===== config.mk =====
export PLATFORM = sky130hd
export DESIGN_NAME = json_string_unescaper_flat
export DESIGN_NICKNAME = d
export VERILOG_FILES = /design/src/design/jsu_pkg.sv /design/src/design/jsu_in_if.sv /design/src/design/jsu_out_if.sv /design/src/design/jsu_front.sv /design/src/design/jsu_fifo.sv /design/src/design/jsu_back.sv /design/src/design/json_string_unescaper.sv /design/src/flat_wrapper.sv
export SDC_FILE = /design/constraint.sdc
export NUM_CORES = 1
export LEC_CHECK = 0
export BUFFER_PORTS_ARGS = -buffer_cell sky130_fd_sc_hd__buf_2
export CORE_UTILIZATION = 55
export CTS_CLUSTER_DIAMETER = 80
export DETAILED_ROUTE_END_ITERATION = 6
export HOLD_SLACK_MARGIN = 0.1
export PLACE_DENSITY = 0.72
export SYNTH_ARGS = -nofsm -noshare
export SYNTH_HDL_FRONTEND = slang
export SYNTH_SLANG_ARGS = --single-unit

===== constraint.sdc =====
create_clock -name clk -period 7.27 [get_ports clk]
set_input_delay 0.727 -clock clk [delete_from_list [all_inputs] [get_ports clk]]
set_output_delay 0.727 -clock clk [all_outputs]
set_load 0.05 [all_outputs]

===== src/design/jsu_pkg.sv =====
// ----------------------------------------------------------------------------
// JSON string unescaper package
// Shared result codes, character codes, types and helper functions.
// ----------------------------------------------------------------------------
package jsu_pkg;

	localparam logic [1:0] KIND_DATA = 2'd0;
	localparam logic [1:0] KIND_END  = 2'd1;
	localparam logic [1:0] KIND_ERR  = 2'd2;

	localparam logic [15:0] LENGTH_MAX = 16'hffff;

	// Depth of the queue between the decoder and the result serializer.
	localparam int QDEPTH = 4;
	localparam int QPTR_W = $clog2(QDEPTH);
	localparam int QCNT_W = $clog2(QDEPTH + 1);

	localparam logic [7:0] CH_QUOTE  = 8'h22;
	localparam logic [7:0] CH_BSLASH = 8'h5c;
	localparam logic [7:0] CH_SLASH  = 8'h2f;
	localparam logic [7:0] CH_LB     = 8'h62;
	localparam logic [7:0] CH_LF     = 8'h66;
	localparam logic [7:0] CH_LN     = 8'h6e;
	localparam logic [7:0] CH_LR     = 8'h72;
	localparam logic [7:0] CH_LT     = 8'h74;
	localparam logic [7:0] CH_LU     = 8'h75;

	typedef enum logic [7:0] {
		M_IDLE    = 8'b0000_0001,
		M_STR     = 8'b0000_0010,
		M_ESC     = 8'b0000_0100,
		M_HEX     = 8'b0000_1000,
		M_WAIT_BS = 8'b0001_0000,
		M_WAIT_U  = 8'b0010_0000,
		M_HEX_LOW = 8'b0100_0000,
		M_UTF8    = 8'b1000_0000
	} mode_t;

	// One group of results caused by one input beat.
	typedef struct packed {
		logic [1:0]      kind;
		logic [1:0]      last_idx;
		logic [3:0][7:0] bytes;
		logic [15:0]     len;
	} res_grp_t;

	typedef struct packed {
		logic [2:0]      cnt;
		logic [3:0][7:0] bytes;
	} enc_t;

	// Returns {valid, value} for an ASCII hex digit.
	function automatic logic [4:0] hex_value(input logic [7:0] c);
		logic [4:0] r;
		r = '0;
		if (c >= 8'h30 && c <= 8'h39) begin
			r = {1'b1, c[3:0]};
		end else if ((c >= 8'h61 && c <= 8'h66) || (c >= 8'h41 && c <= 8'h46)) begin
			r = {1'b1, 4'(c[3:0] + 4'd9)};
		end
		return r;
	endfunction

	// UTF-8 encoding of a code point; bytes[0] goes out first.
	function automatic enc_t utf8_encode(input logic [20:0] code);
		enc_t e;
		e = '0;
		if (code < 21'h80) begin
			e.cnt = 3'd1;
			e.bytes[0] = code[7:0];
		end else if (code < 21'h800) begin
			e.cnt = 3'd2;
			e.bytes[0] = {3'b110, code[10:6]};
			e.bytes[1] = {2'b10, code[5:0]};
		end else if (code < 21'h10000) begin
			e.cnt = 3'd3;
			e.bytes[0] = {4'b1110, code[15:12]};
			e.bytes[1] = {2'b10, code[11:6]};
			e.bytes[2] = {2'b10, code[5:0]};
		end else begin
			e.cnt = 3'd4;
			e.bytes[0] = {5'b11110, code[20:18]};
			e.bytes[1] = {2'b10, code[17:12]};
			e.bytes[2] = {2'b10, code[11:6]};
			e.bytes[3] = {2'b10, code[5:0]};
		end
		return e;
	endfunction

endpackage


===== src/design/jsu_in_if.sv =====
// ----------------------------------------------------------------------------
// JSON text input channel
// One beat carries an opcode and one raw text byte.
// ----------------------------------------------------------------------------
interface jsu_in_if;
	logic       valid;
	logic       ready;
	logic       opcode;
	logic [7:0] in_byte;

	modport source (output valid, output opcode, output in_byte, input ready);
	modport sink (input valid, input opcode, input in_byte, output ready);
endinterface


===== src/design/jsu_out_if.sv =====
// ----------------------------------------------------------------------------
// Decoded result channel
// One beat carries one decoded byte, an end marker or an error.
// ----------------------------------------------------------------------------
interface jsu_out_if;
	logic        valid;
	logic        ready;
	logic [1:0]  result_kind;
	logic [7:0]  out_byte;
	logic [15:0] decoded_length;
	logic        last;

	modport source (output valid, output result_kind, output out_byte,
		output decoded_length, output last, input ready);
	modport sink (input valid, input result_kind, input out_byte,
		input decoded_length, input last, output ready);
endinterface


===== src/design/jsu_front.sv =====
// ----------------------------------------------------------------------------
// Unescaper decoder
// Accepts text beats, runs the string state machine and pushes one result
// group per beat that produces output.
// ----------------------------------------------------------------------------
module jsu_front import jsu_pkg::*; (
	input  logic     clk,
	input  logic     arst_n,
	jsu_in_if.sink   text,
	output logic     push,
	output res_grp_t grp,
	input  logic     full
);

	mode_t       mode_q, mode_n;
	logic [15:0] acc_q, acc_n;
	logic [1:0]  cnt_q, cnt_n;
	logic [9:0]  hi_q, hi_n;
	logic [23:0] held_q, held_n;
	logic [1:0]  need_q, need_n;
	logic [1:0]  nheld_q, nheld_n;
	logic [15:0] len_q, len_n;

	logic            fire;
	logic            fail_c;
	logic            end_c;
	logic [2:0]      emit_n;
	logic [3:0][7:0] emit_b;
	logic [4:0]      hv;
	logic [15:0]     acc_sh;
	logic [7:0]      b;
	logic [15:0]     code3;
	logic [20:0]     code4;
	logic [20:0]     pair_cp;
	logic [16:0]     len_sum;
	enc_t            enc16;
	enc_t            enc21;

	assign text.ready = !full;
	assign fire = text.valid && !full;
	assign b = text.in_byte;
	assign hv = hex_value(b);
	assign acc_sh = {acc_q[11:0], hv[3:0]};
	assign code3 = {held_q[11:8], held_q[5:0], b[5:0]};
	assign code4 = {held_q[18:16], held_q[13:8], held_q[5:0], b[5:0]};
	assign pair_cp = 21'h10000 + {1'b0, hi_q, acc_sh[9:0]};
	assign enc16 = utf8_encode({5'd0, acc_sh});
	assign enc21 = utf8_encode(pair_cp);
	assign len_sum = {1'b0, len_q} + {14'd0, emit_n};

	always_comb begin
		mode_n  = mode_q;
		acc_n   = acc_q;
		cnt_n   = cnt_q;
		hi_n    = hi_q;
		held_n  = held_q;
		need_n  = need_q;
		nheld_n = nheld_q;
		len_n   = len_q;
		fail_c  = 1'b0;
		end_c   = 1'b0;
		emit_n  = 3'd0;
		emit_b  = '0;
		if (text.opcode) begin
			fail_c = 1'b1;
		end else begin
			case (mode_q)
				M_IDLE: begin
					if (b == CH_QUOTE) mode_n = M_STR;
					else fail_c = 1'b1;
				end
				M_STR: begin
					if (b == CH_QUOTE) begin
						end_c = 1'b1;
					end else if (b < 8'h20) begin
						fail_c = 1'b1;
					end else if (b == CH_BSLASH) begin
						mode_n = M_ESC;
					end else if (b[7]) begin
						held_n  = {16'd0, b};
						nheld_n = 2'd1;
						mode_n  = M_UTF8;
						if (b >= 8'hc2 && b <= 8'hdf) need_n = 2'd1;
						else if (b >= 8'he0 && b <= 8'hef) need_n = 2'd2;
						else if (b >= 8'hf0 && b <= 8'hf4) need_n = 2'd3;
						else fail_c = 1'b1;
					end else begin
						emit_n = 3'd1;
						emit_b[0] = b;
					end
				end
				M_ESC: begin
					mode_n = M_STR;
					emit_n = 3'd1;
					case (b)
						CH_QUOTE, CH_BSLASH, CH_SLASH: emit_b[0] = b;
						CH_LB: emit_b[0] = 8'h08;
						CH_LF: emit_b[0] = 8'h0c;
						CH_LN: emit_b[0] = 8'h0a;
						CH_LR: emit_b[0] = 8'h0d;
						CH_LT: emit_b[0] = 8'h09;
						CH_LU: begin
							emit_n = 3'd0;
							acc_n  = '0;
							cnt_n  = '0;
							mode_n = M_HEX;
						end
						default: begin
							emit_n = 3'd0;
							fail_c = 1'b1;
						end
					endcase
				end
				M_HEX: begin
					if (!hv[4]) begin
						fail_c = 1'b1;
					end else if (cnt_q != 2'd3) begin
						acc_n = acc_sh;
						cnt_n = cnt_q + 2'd1;
					end else begin
						acc_n = '0;
						cnt_n = '0;
						if (acc_sh >= 16'hd800 && acc_sh <= 16'hdbff) begin
							hi_n   = acc_sh[9:0];
							mode_n = M_WAIT_BS;
						end else if (acc_sh >= 16'hdc00 && acc_sh <= 16'hdfff) begin
							fail_c = 1'b1;
						end else begin
							emit_n = enc16.cnt;
							emit_b = enc16.bytes;
							mode_n = M_STR;
						end
					end
				end
				M_WAIT_BS: begin
					if (b == CH_BSLASH) mode_n = M_WAIT_U;
					else fail_c = 1'b1;
				end
				M_WAIT_U: begin
					if (b == CH_LU) begin
						acc_n  = '0;
						cnt_n  = '0;
						mode_n = M_HEX_LOW;
					end else begin
						fail_c = 1'b1;
					end
				end
				M_HEX_LOW: begin
					if (!hv[4]) begin
						fail_c = 1'b1;
					end else if (cnt_q != 2'd3) begin
						acc_n = acc_sh;
						cnt_n = cnt_q + 2'd1;
					end else if (acc_sh < 16'hdc00 || acc_sh > 16'hdfff) begin
						fail_c = 1'b1;
					end else begin
						acc_n  = '0;
						cnt_n  = '0;
						hi_n   = '0;
						emit_n = enc21.cnt;
						emit_b = enc21.bytes;
						mode_n = M_STR;
					end
				end
				M_UTF8: begin
					if (b[7:6] != 2'b10 || nheld_q == 2'd0) begin
						fail_c = 1'b1;
					end else if (need_q > 2'd1) begin
						held_n  = {held_q[15:0], b};
						nheld_n = nheld_q + 2'd1;
						need_n  = need_q - 2'd1;
					end else begin
						// The sequence is complete: check it, then pass it through.
						case (nheld_q)
							2'd1: begin
								emit_n = 3'd2;
								emit_b = {16'd0, b, held_q[7:0]};
							end
							2'd2: begin
								if (code3 < 16'h800 || (code3 >= 16'hd800 && code3 <= 16'hdfff))
									fail_c = 1'b1;
								else begin
									emit_n = 3'd3;
									emit_b = {8'd0, b, held_q[7:0], held_q[15:8]};
								end
							end
							default: begin
								if (code4 < 21'h10000 || code4 > 21'h10ffff)
									fail_c = 1'b1;
								else begin
									emit_n = 3'd4;
									emit_b = {b, held_q[7:0], held_q[15:8], held_q[23:16]};
								end
							end
						endcase
						if (!fail_c) begin
							held_n  = '0;
							nheld_n = '0;
							need_n  = '0;
							mode_n  = M_STR;
						end
					end
				end
				default: fail_c = 1'b1;
			endcase
		end

		if (emit_n != 3'd0) begin
			len_n = (len_sum >= {1'b0, LENGTH_MAX}) ? LENGTH_MAX : len_sum[15:0];
		end
		if (fail_c || end_c) begin
			mode_n  = M_IDLE;
			acc_n   = '0;
			cnt_n   = '0;
			hi_n    = '0;
			held_n  = '0;
			need_n  = '0;
			nheld_n = '0;
			len_n   = '0;
		end
	end

	always_comb begin
		grp = '0;
		if (fail_c) begin
			grp.kind = KIND_ERR;
		end else if (end_c) begin
			grp.kind = KIND_END;
			grp.len  = len_q;
		end else begin
			grp.kind     = KIND_DATA;
			grp.last_idx = 2'(emit_n - 3'd1);
			grp.bytes    = emit_b;
		end
	end

	assign push = fire && (fail_c || end_c || emit_n != 3'd0);

	always_ff @(posedge clk or negedge arst_n) begin
		if (!arst_n) begin
			mode_q  <= M_IDLE;
			acc_q   <= '0;
			cnt_q   <= '0;
			hi_q    <= '0;
			held_q  <= '0;
			need_q  <= '0;
			nheld_q <= '0;
			len_q   <= '0;
		end else if (fire) begin
			mode_q  <= mode_n;
			acc_q   <= acc_n;
			cnt_q   <= cnt_n;
			hi_q    <= hi_n;
			held_q  <= held_n;
			need_q  <= need_n;
			nheld_q <= nheld_n;
			len_q   <= len_n;
		end
	end

endmodule


===== src/design/jsu_fifo.sv =====
// ----------------------------------------------------------------------------
// Result group queue
// Small register queue that decouples the decoder from the serializer.
// ----------------------------------------------------------------------------
module jsu_fifo import jsu_pkg::*; (
	input  logic     clk,
	input  logic     arst_n,
	input  logic     push,
	input  res_grp_t wdata,
	output logic     full,
	input  logic     pop,
	output res_grp_t rdata,
	output logic     empty
);

	res_grp_t            mem_q [QDEPTH];
	logic [QPTR_W-1:0]   wptr_q;
	logic [QPTR_W-1:0]   rptr_q;
	logic [QCNT_W-1:0]   count_q;
	logic                do_push;
	logic                do_pop;

	assign full    = count_q == QCNT_W'(QDEPTH);
	assign empty   = count_q == '0;
	assign do_push = push && !full;
	assign do_pop  = pop && !empty;
	assign rdata   = mem_q[rptr_q];

	always_ff @(posedge clk) begin
		if (do_push) mem_q[wptr_q] <= wdata;
	end

	always_ff @(posedge clk or negedge arst_n) begin
		if (!arst_n) begin
			wptr_q  <= '0;
			rptr_q  <= '0;
			count_q <= '0;
		end else begin
			if (do_push) wptr_q <= (wptr_q == QPTR_W'(QDEPTH - 1)) ? '0 : wptr_q + 1'b1;
			if (do_pop) rptr_q <= (rptr_q == QPTR_W'(QDEPTH - 1)) ? '0 : rptr_q + 1'b1;
			if (do_push && !do_pop) count_q <= count_q + 1'b1;
			else if (do_pop && !do_push) count_q <= count_q - 1'b1;
		end
	end

endmodule


===== src/design/jsu_back.sv =====
// ----------------------------------------------------------------------------
// Result serializer
// Sends the results of the head group one beat at a time and marks the last.
// ----------------------------------------------------------------------------
module jsu_back import jsu_pkg::*; (
	input  logic       clk,
	input  logic       arst_n,
	input  res_grp_t   head,
	input  logic       empty,
	output logic       pop,
	jsu_out_if.source  result
);

	logic [1:0] idx_q;
	logic       is_last;
	logic       fire;

	assign is_last = idx_q == head.last_idx;
	assign fire    = result.valid && result.ready;
	assign pop     = fire && is_last;

	assign result.valid          = !empty;
	assign result.result_kind    = head.kind;
	assign result.out_byte       = head.bytes[idx_q];
	assign result.decoded_length = head.len;
	assign result.last           = is_last;

	always_ff @(posedge clk or negedge arst_n) begin
		if (!arst_n) begin
			idx_q <= '0;
		end else if (fire) begin
			idx_q <= is_last ? 2'd0 : idx_q + 2'd1;
		end
	end

endmodule


===== src/design/json_string_unescaper.sv =====
// ----------------------------------------------------------------------------
// JSON string unescaper
// Throughput: one input beat per cycle while the queue is not full and each beat
// yields at most one result; a beat that yields n UTF-8 bytes is sent as n result
// beats, and a four-group queue between decoder and serializer absorbs the
// difference. Each group is written into the queue when its beat is accepted.
// Reset: arst_n clears the decoder to idle and empties the queue at once.
// ----------------------------------------------------------------------------
module json_string_unescaper import jsu_pkg::*; (
	input  logic      clk,
	input  logic      arst_n,
	jsu_in_if.sink    text,
	jsu_out_if.source result
);

	logic     push;
	logic     full;
	logic     pop;
	logic     empty;
	res_grp_t wgrp;
	res_grp_t head;

	jsu_front u_front (
		.clk    (clk),
		.arst_n (arst_n),
		.text   (text),
		.push   (push),
		.grp    (wgrp),
		.full   (full)
	);

	jsu_fifo u_fifo (
		.clk    (clk),
		.arst_n (arst_n),
		.push   (push),
		.wdata  (wgrp),
		.full   (full),
		.pop    (pop),
		.rdata  (head),
		.empty  (empty)
	);

	jsu_back u_back (
		.clk    (clk),
		.arst_n (arst_n),
		.head   (head),
		.empty  (empty),
		.pop    (pop),
		.result (result)
	);

endmodule


===== src/flat_wrapper.sv =====
// flat-port wrapper written by rule: the top's interface ports become plain ports
module json_string_unescaper_flat import jsu_pkg::*;
  (clk, arst_n, text_valid, text_opcode, text_in_byte, text_ready, result_valid, result_result_kind, result_out_byte, result_decoded_length, result_last, result_ready);
  jsu_in_if text_i ();
  jsu_out_if result_i ();
  input  logic clk;
  input  logic arst_n;
  input wire logic [$bits(text_i.valid)-1:0] text_valid;
  input wire logic [$bits(text_i.opcode)-1:0] text_opcode;
  input wire logic [$bits(text_i.in_byte)-1:0] text_in_byte;
  output wire logic [$bits(text_i.ready)-1:0] text_ready;
  output wire logic [$bits(result_i.valid)-1:0] result_valid;
  output wire logic [$bits(result_i.result_kind)-1:0] result_result_kind;
  output wire logic [$bits(result_i.out_byte)-1:0] result_out_byte;
  output wire logic [$bits(result_i.decoded_length)-1:0] result_decoded_length;
  output wire logic [$bits(result_i.last)-1:0] result_last;
  input wire logic [$bits(result_i.ready)-1:0] result_ready;
  assign text_i.valid = text_valid;
  assign text_i.opcode = text_opcode;
  assign text_i.in_byte = text_in_byte;
  assign text_ready = text_i.ready;
  assign result_valid = result_i.valid;
  assign result_result_kind = result_i.result_kind;
  assign result_out_byte = result_i.out_byte;
  assign result_decoded_length = result_i.decoded_length;
  assign result_last = result_i.last;
  assign result_i.ready = result_ready;
  json_string_unescaper u_core (.clk(clk), .arst_n(arst_n), .text(text_i), .result(result_i));
endmodule

==> reports/qor.csv, run 1 <==
metric;value;unit
crit_buf_inv;2;
dp_slack;1331;ps
rsz0062_at_grt;false;
dr.pass1.iters;6;
slew-limit-headroom;21.20;%
synth_area;14380;um2
yosysMostFrequentCell;edfxtp_1;
grt_max_degree;56;
powerDensity;336.3;nW/um2
antenna_found_initial;0;
avgSynthCellArea;12.74;um2
cts_tree;yes;
place_hpwl;24410;um
leakage;5.709;nW
clock_power_share;30.5;%
max_cap_viol_count;0;
routed_wirelength;36180;um
ios;42;
p_total;0.005381;W
place.gp.congestion;0.9369;
post_drt_wl_per_cell;23.99;um
cts_max_level;1;
crit_start;u_core.u_front.hi_q[6]$_DFFE_PN0P_;
fin_nets;1189;
vias;9915;
row_count;58;
placed_cells_incl_taps;1451;
r2r_start;u_core.u_front.hi_q[6]$_DFFE_PN0P_;
clk_latency;580;ps
cts_made_buffers;30;
crit_family;compound AO/OA/AOI/OAI gates;
tns;0;ps
cts.sinks;293;
async_flop_share;29.01;%
setup_ws;1495;ps
path_clk_slew;60;ps
ff2ff_path_depth;19;
synthCells;1129;
worstPathArrival;6180;ps
critPathSlowestCell;o31ai_1;
fill_cells;1950;
ys_warn_count;0;
grt_pass1_wl;55760;um
min_path_cells;2;
netSwitchingFraction;33.16;%
ir_drop;0.3795;mV
grt-ovfl-total;0;
holdPathEnd;u_core.u_front.need_q[1]$_DFFE_PN0P_;
synth_top_cell_by_area;edfxtp_1;
fmax;173.2;MHz
regArea;8379;um2
synth_seq_cells;293;
synth_common_cells;edfxtp_1, nand2_1, dfrtp_1;
synth_seq_area_share;58.23;%
synth_top_cell_area_share;43.43;%
clock_path_buffers;3;
seqPwrFrac;41.5;%
remaining_drc_errors;0;
post-route-util;63.00;%
r2r_end;u_core.u_front.len_q[10]$_DFFE_PN0P_;
synthFlopType;edfxtp_1;
fin_crit_sh;79.43;%
min_path_type;flop to flop;
critical_path_class;flop to flop;
cts-root-buf;clkbuf_16;
cp_max_fo;11;
grt_pass1_vias;9557;
track_usage;27.56;%
power_frac_comb;28.0;%
critPathCaptureType;flop;
switching_power;0.001784;W
multiInputGateArea;5670;um2
hp-start;u_core.u_front.need_q[0]$_DFFE_PN0P_;
coreArea;25400;um2
finalMaxSlewViolations;0;
final-hold-violation-count;0;
initial_core_util;56.63;%
io_buffers;41;
crit_required;7680;ps
synth_edf_count;208;
detail-route-antenna-nets;0;
setup_viol;0;
routed_via_density;6.575;
reg2reg_slack;1500;ps
area_growth_syn_to_layout;11.25;%
drt_iter0_drc;986;
dieHeight;163.7;um
worstPathCellList;ha_1, or2_2, a2111oi_2, buf_4, nand2_1, nor3_2, nor3_1, o31ai_1, inv_1, ha_1, a211oi_1, nor3_1, and3_1, xnor2_1, nor4_1, a21boi_1, nand2_1, nor4_1, a2111oi_2;
worstMarginPinSlew;1177;ps
drive_gt1_share;17.49;%
worst_path_largest_cell_delay;730;ps
period_needed;5775;ps
outcome;finished clean;
skew;11.15;ps
die_area;26800;um2
intPower;0.003597;W
die_x;163.7;um
synthTopCellsByArea;edfxtp_1, dfrtp_1, mux4_2;
n_antenna_cell;0;
setup.worst_path.start_class;flop;
finalNonFillerCells;1508;
synth_cell_type_count;83;
[kinds of logic after synthesis]
group,synth area share (%)
DFF,58.23
AOI/OAI and AO/OA,12.04
other,0.02607
and+or+nand+nor,13.70
buffers and inverters,2.819
xor gates and xnor gates,0.9744
muxes,10.20
adders and majority gates,2.018
[state kept, by name (all words and copies together), names as in the netlist, 3 cells and up]
register	cells
u_core.u_front.acc_q	12
u_core.u_front.mode_q	8
u_core.u_front.hi_q	10
u_core.u_fifo.mem_q	208
u_core.u_front.held_q	24
u_core.u_fifo.count_q	3
u_core.u_front.len_q	16
[stage by stage]
stage,hold slack (ps),instance area [um2]
2_1_floorplan,431.4,14390
3_3_place_gp,462.8,14910
3_5_place_dp,483.3,14910
4_1_cts,495.9,16000
5_1_grt,516.8,16000
6_report,496.4,16000
[cells in the final DEF, fill, tap and decap left out, types with 11 or more instances in the layout]
cell type	n
nand2_1	127
nor2_1	59
a22o_1	20
buf_2	40
a21oi_1	49
mux4_2	60
nand3_1	26
nor2b_1	11
nor3_1	29
buf_4	19
inv_1	29
dfrtp_1	82
nand2b_1	15
nand4_1	12
a222oi_1	13
ha_1	20
a22oi_1	13
o21ai_0	53
and3_1	13
nor4_1	13
edfxtp_1	208
clkbuf_16	30
and2_1	23
[power groups by stage]
stage               clock [W]  combinational [W]  sequential, W
CTS                   0.00166            0.00153        0.00224
floorplan                   0            0.00124        0.00216
detailed placement          0            0.00152        0.00227
global route          0.00173            0.00160        0.00227
global placement            0            0.00150        0.00226
finish                0.00164            0.00151        0.00223
[worst max path at each step]
stage | end | slack [ps] | depth (start not counted)
3_5_place_dp | u_core.u_front.len_q[10]$_DFFE_PN0P_ | 1330 | 21
3_3_place_gp | u_core.u_front.len_q[10]$_DFFE_PN0P_ | 1460 | 23
6_report | u_core.u_front.len_q[10]$_DFFE_PN0P_ | 1500 | 19
5_1_grt | u_core.u_front.len_q[10]$_DFFE_PN0P_ | 1070 | 19
4_1_cts | u_core.u_front.len_q[10]$_DFFE_PN0P_ | 1570 | 19
2_1_floorplan | u_core.u_fifo.mem_q[0][0]$_DFFE_PP_ | 1310 | 18
[cell type report]
class	instances	share of cell area [%]
sequential	293	52.37
clock inverter	19	1.619
multi-input combinational	740	35.44
inverter	29	0.6803
clock buffer	37	5.106
timing repair buffer	60	2.205
tap	330	2.581
[per-layer routing]
layer	routed length, um	GRT usage (%)	vias up
li1	-	-	4429
met1	16310	40.03	5046
met2	17070	44.59	376
met3	1899	2.904	64
met4	909	7.239	0
met5	0	0	-
[tightest hold or removal path, delay by kind of cell (launching register included)]
kind | cells | cell delay [ps]
DFF | 1 | 360
and+or+nand+nor | 2 | 100
[repair_timing]
| action | 4_1_cts | 5_1_grt |
|---|---|---|
| setup buffers | 0 | 0 |
| endpoints found under the setup margin | 0 | 0 |
| resized for setup | 0 | 0 |
| endpoints found under the hold margin | 20 | 0 |
| hold buffers | 1 | 0 |
Power figures use the tool's default switching activity.
==> inputs of run 2 (changes only) <==
--- a/config.mk
+++ b/config.mk
@@ -5,6 +5,7 @@
 export SDC_FILE = /design/constraint.sdc
 export NUM_CORES = 1
 export LEC_CHECK = 0
+export ABC_AREA = 1
 export BUFFER_PORTS_ARGS = -buffer_cell sky130_fd_sc_hd__buf_2
 export CORE_UTILIZATION = 55
 export CTS_CLUSTER_DIAMETER = 80
==> constraint.sdc (replaced) <==
create_clock -name clk -period 5.4 [get_ports clk]
set_input_delay 0.54 -clock clk [delete_from_list [all_inputs] [get_ports clk]]
set_output_delay 0.54 -clock clk [all_outputs]
set_load 0.05 [all_outputs]
==> run 2 against run 1 <==
  * Sequential cell count unchanged
  * Critical path depth up 6
  * Synthesized cell count up 44%
  * Combinational power up 100%
  * Register-to-register slack worse by 1000 ps
  * Sequential share of layout area down 2.4 points
  * Non-clock buffer count up 22
  * Clock skew up 8.3 ps
  * Final area up 4.8%
  * Clock power up 27%
  * Global-route usage up 2.2 points
  * Power up 51%
  * Critical endpoint is now u_core.u_front.len_q[0]$_DFFE_PN0P_
==> reports/qor.csv, run 2 <==
metric;value;unit
outcome;finished clean;
n_antenna_cell;0;
track_usage;29.76;%
seqPwrFrac;36.7;%
routed_via_density;6.047;
min_path_type;primary input to flop;
post_drt_wl_per_cell;20.29;um
worstPathArrival;5400;ps
cts-root-buf;clkbuf_16;
antenna_found_initial;0;
cp_max_fo;12;
skew;19.46;ps
cts_max_level;1;
coreArea;26880;um2
clk_latency;570;ps
place.gp.congestion;0.9878;
dieHeight;167.4;um
setup_viol;0;
final-hold-violation-count;0;
finalMaxSlewViolations;0;
intPower;0.004806;W
dr.pass1.iters;6;
drt-met1-wl;18030;um
die_area;28040;um2
drive_gt1_share;11.24;%
synth_cell_type_count;58;
synthCells;1630;
max_cap_viol_count;0;
synth_top_cell_area_share;41.49;%
worstMarginPinSlew;1064;ps
fin_nets;1711;
synthTopCellsByArea;edfxtp_1, dfrtp_1, nand2_1;
design_area;16760;um2
clock_path_buffers;3;
path_clk_slew;60;ps
layout_common_cells;nand2_1, nor2_1, edfxtp_1;
async_flop_share;29.01;%
synth_common_cells;nand2_1, nor2_1, edfxtp_1;
synth_seq_cells;293;
powerDensity;485.3;nW/um2
die_x;167.4;um
remaining_drc_errors;0;
grt_pass1_wl;64790;um
grt_max_degree;107;
period_needed;4913;ps
initial_core_util;56.01;%
setup.worst_path.start_class;flop;
clock_power_share;25.5;%
yosysMostFrequentCell;nand2_1;
slew-limit-headroom;29.07;%
vias;12341;
synth_edf_count;208;
synth_seq_area_share;55.63;%
power_frac_comb;37.8;%
detail-route-antenna-nets;0;
area_growth_syn_to_layout;11.34;%
cts.sinks;293;
crit_required;5890;ps
synth_top_cell_by_area;edfxtp_1;
tns;0;ps
ios;42;
grt-ovfl-total;0;
fmax;203.5;MHz
drt_iter0_drc;1468;
highest_layer;met4;
fin_crit_sh;90.99;%
avgSynthCellArea;9.236;um2
ir_drop;0.3436;mV
post_cts_buffers;0;
synthFlopType;edfxtp_1;
routed-wl-met2;18890;um
cts_made_buffers;31;
netSwitchingFraction;40.92;%
ys_warn_count;0;
leakage;6.620;nW
routed_wirelength;41420;um
layout_commonest_cell;nand2_1;
critPathCaptureType;flop;
row_count;60;
rsz0062_at_grt;false;
reg.largest.list;u_core.u_fifo.mem_q (208), u_core.u_front.held_q (24), u_core.u_front.len_q (16);
switching_power;0.003329;W
placed_area;15750;um2
largest_register_ffs;208;
place_hpwl;28490;um
synth_area;15050;um2
grt_pass1_vias;11674;
critical_path_class;flop to flop;
top_register;u_core.u_fifo.mem_q;
dr_wl_met3;3400;um
io_buffers;41;
cts_tree;yes;
p_total;0.008135;W
## run 2: metrics by stage
step	cells	utilization [%]	hold WS (ps)	setup WS, ps
global placement	1983	58.61	456.5	348.4
detailed placement	1983	58.61	469.5	235.5
CTS	2041	62.36	311.1	514.1
floorplan	1633	-	244.4	-206.2
finish	2041	62.37	332.5	486.6
global route	2041	62.37	355.5	18.01
## run 2: worst max-delay path: stages, from the launching register on
cell and delay, ps:
dfrtp_1 450, ha_1 250, xor2_1 160, or2_2 270, nor2_1 180, nand2_1 170, nor2_1 150, inv_1 120
nor2_1 140, nor2_1 70, nor2_1 110, nor4_1 70, nor2_1 240, ha_1 220, inv_1 60, fa_1 400
o21ai_1 310, nand2_1 160, nor2_1 140, xor2_1 190, nand4_1 120, nor2_1 130, nand3_1 170, nand2_2 240
o21ai_0 120, o21ai_1 180
## run 2: final cells by class
type                    instances  area, um2
clock buffers                  40      809.5
clock inverters                17      186.4
fillers                      2266      10110
inverters                     161      606.8
multi-input cells            1107       5763
flip-flops and latches        293       8376
well taps                     341      426.7
repair buffers                 82      593.1
## run 2: per-layer routing
layer,up-vias,global-route usage [%]
li1,5769,-
met1,5929,42.72
met2,559,47.36
met3,84,4.396
met4,0,8.257
met5,-,0
## run 2: what timing repair did
item | CTS | global route
gates resized for setup | 0 | 1
setup endpoints to repair | 0 | 12
endpoints found under the hold margin | 27 | 0
hold buffers | 1 | 0
## run 2: logic make-up (layout without fill, tap and decap cells)
| kind of cell | count (synthesis) | count (layout) | share of synthesized area, % |
|---|---|---|---|
| AND/OR/NAND/NOR | 695 | 695 | 20.24 |
| AO/OA/AOI/OAI | 365 | 365 | 14.58 |
| flip-flops | 293 | 293 | 55.63 |
| buffers and inverters | 233 | 300 | 6.383 |
| adder cells (fa/ha/maj) | 22 | 22 | 1.928 |
| XOR/XNOR | 21 | 21 | 1.222 |
| other | 1 | 4 | 0.02491 |
## run 2: power groups by stage
stage	clock, W	sequential (W)	combinational, W
after floorplan	0	0.00301	0.00223
after global placement	0	0.00301	0.00301
after detailed placement	0	0.00302	0.00306
after CTS	0.00210	0.00298	0.00307
after global routing	0.00217	0.00301	0.00334
final	0.00208	0.00298	0.00308
## run 2: path summary, 6_finish.rpt
path	cells past startpoint	slack, ps	to	startpoint
worst max-delay path	25	490	u_core.u_front.len_q[0]$_DFFE_PN0P_	u_core.u_front.hi_q[6]$_DFFE_PN0P_
worst min-delay path	4	330	u_core.u_back.idx_q[0]$_DFFE_PN0P_	result_ready
worst max register to register	25	490	u_core.u_front.len_q[0]$_DFFE_PN0P_	u_core.u_front.hi_q[6]$_DFFE_PN0P_
worst min register to register	2	480	u_core.u_front.cnt_q[1]$_DFFE_PN0P_	u_core.u_front.cnt_q[1]$_DFFE_PN0P_
max in group asynchronous	3	3770	u_core.u_front.mode_q[1]$_DFFE_PN0P_	arst_n
min in group asynchronous	2	460	u_core.u_fifo.count_q[2]$_DFFE_PN0P_	arst_n
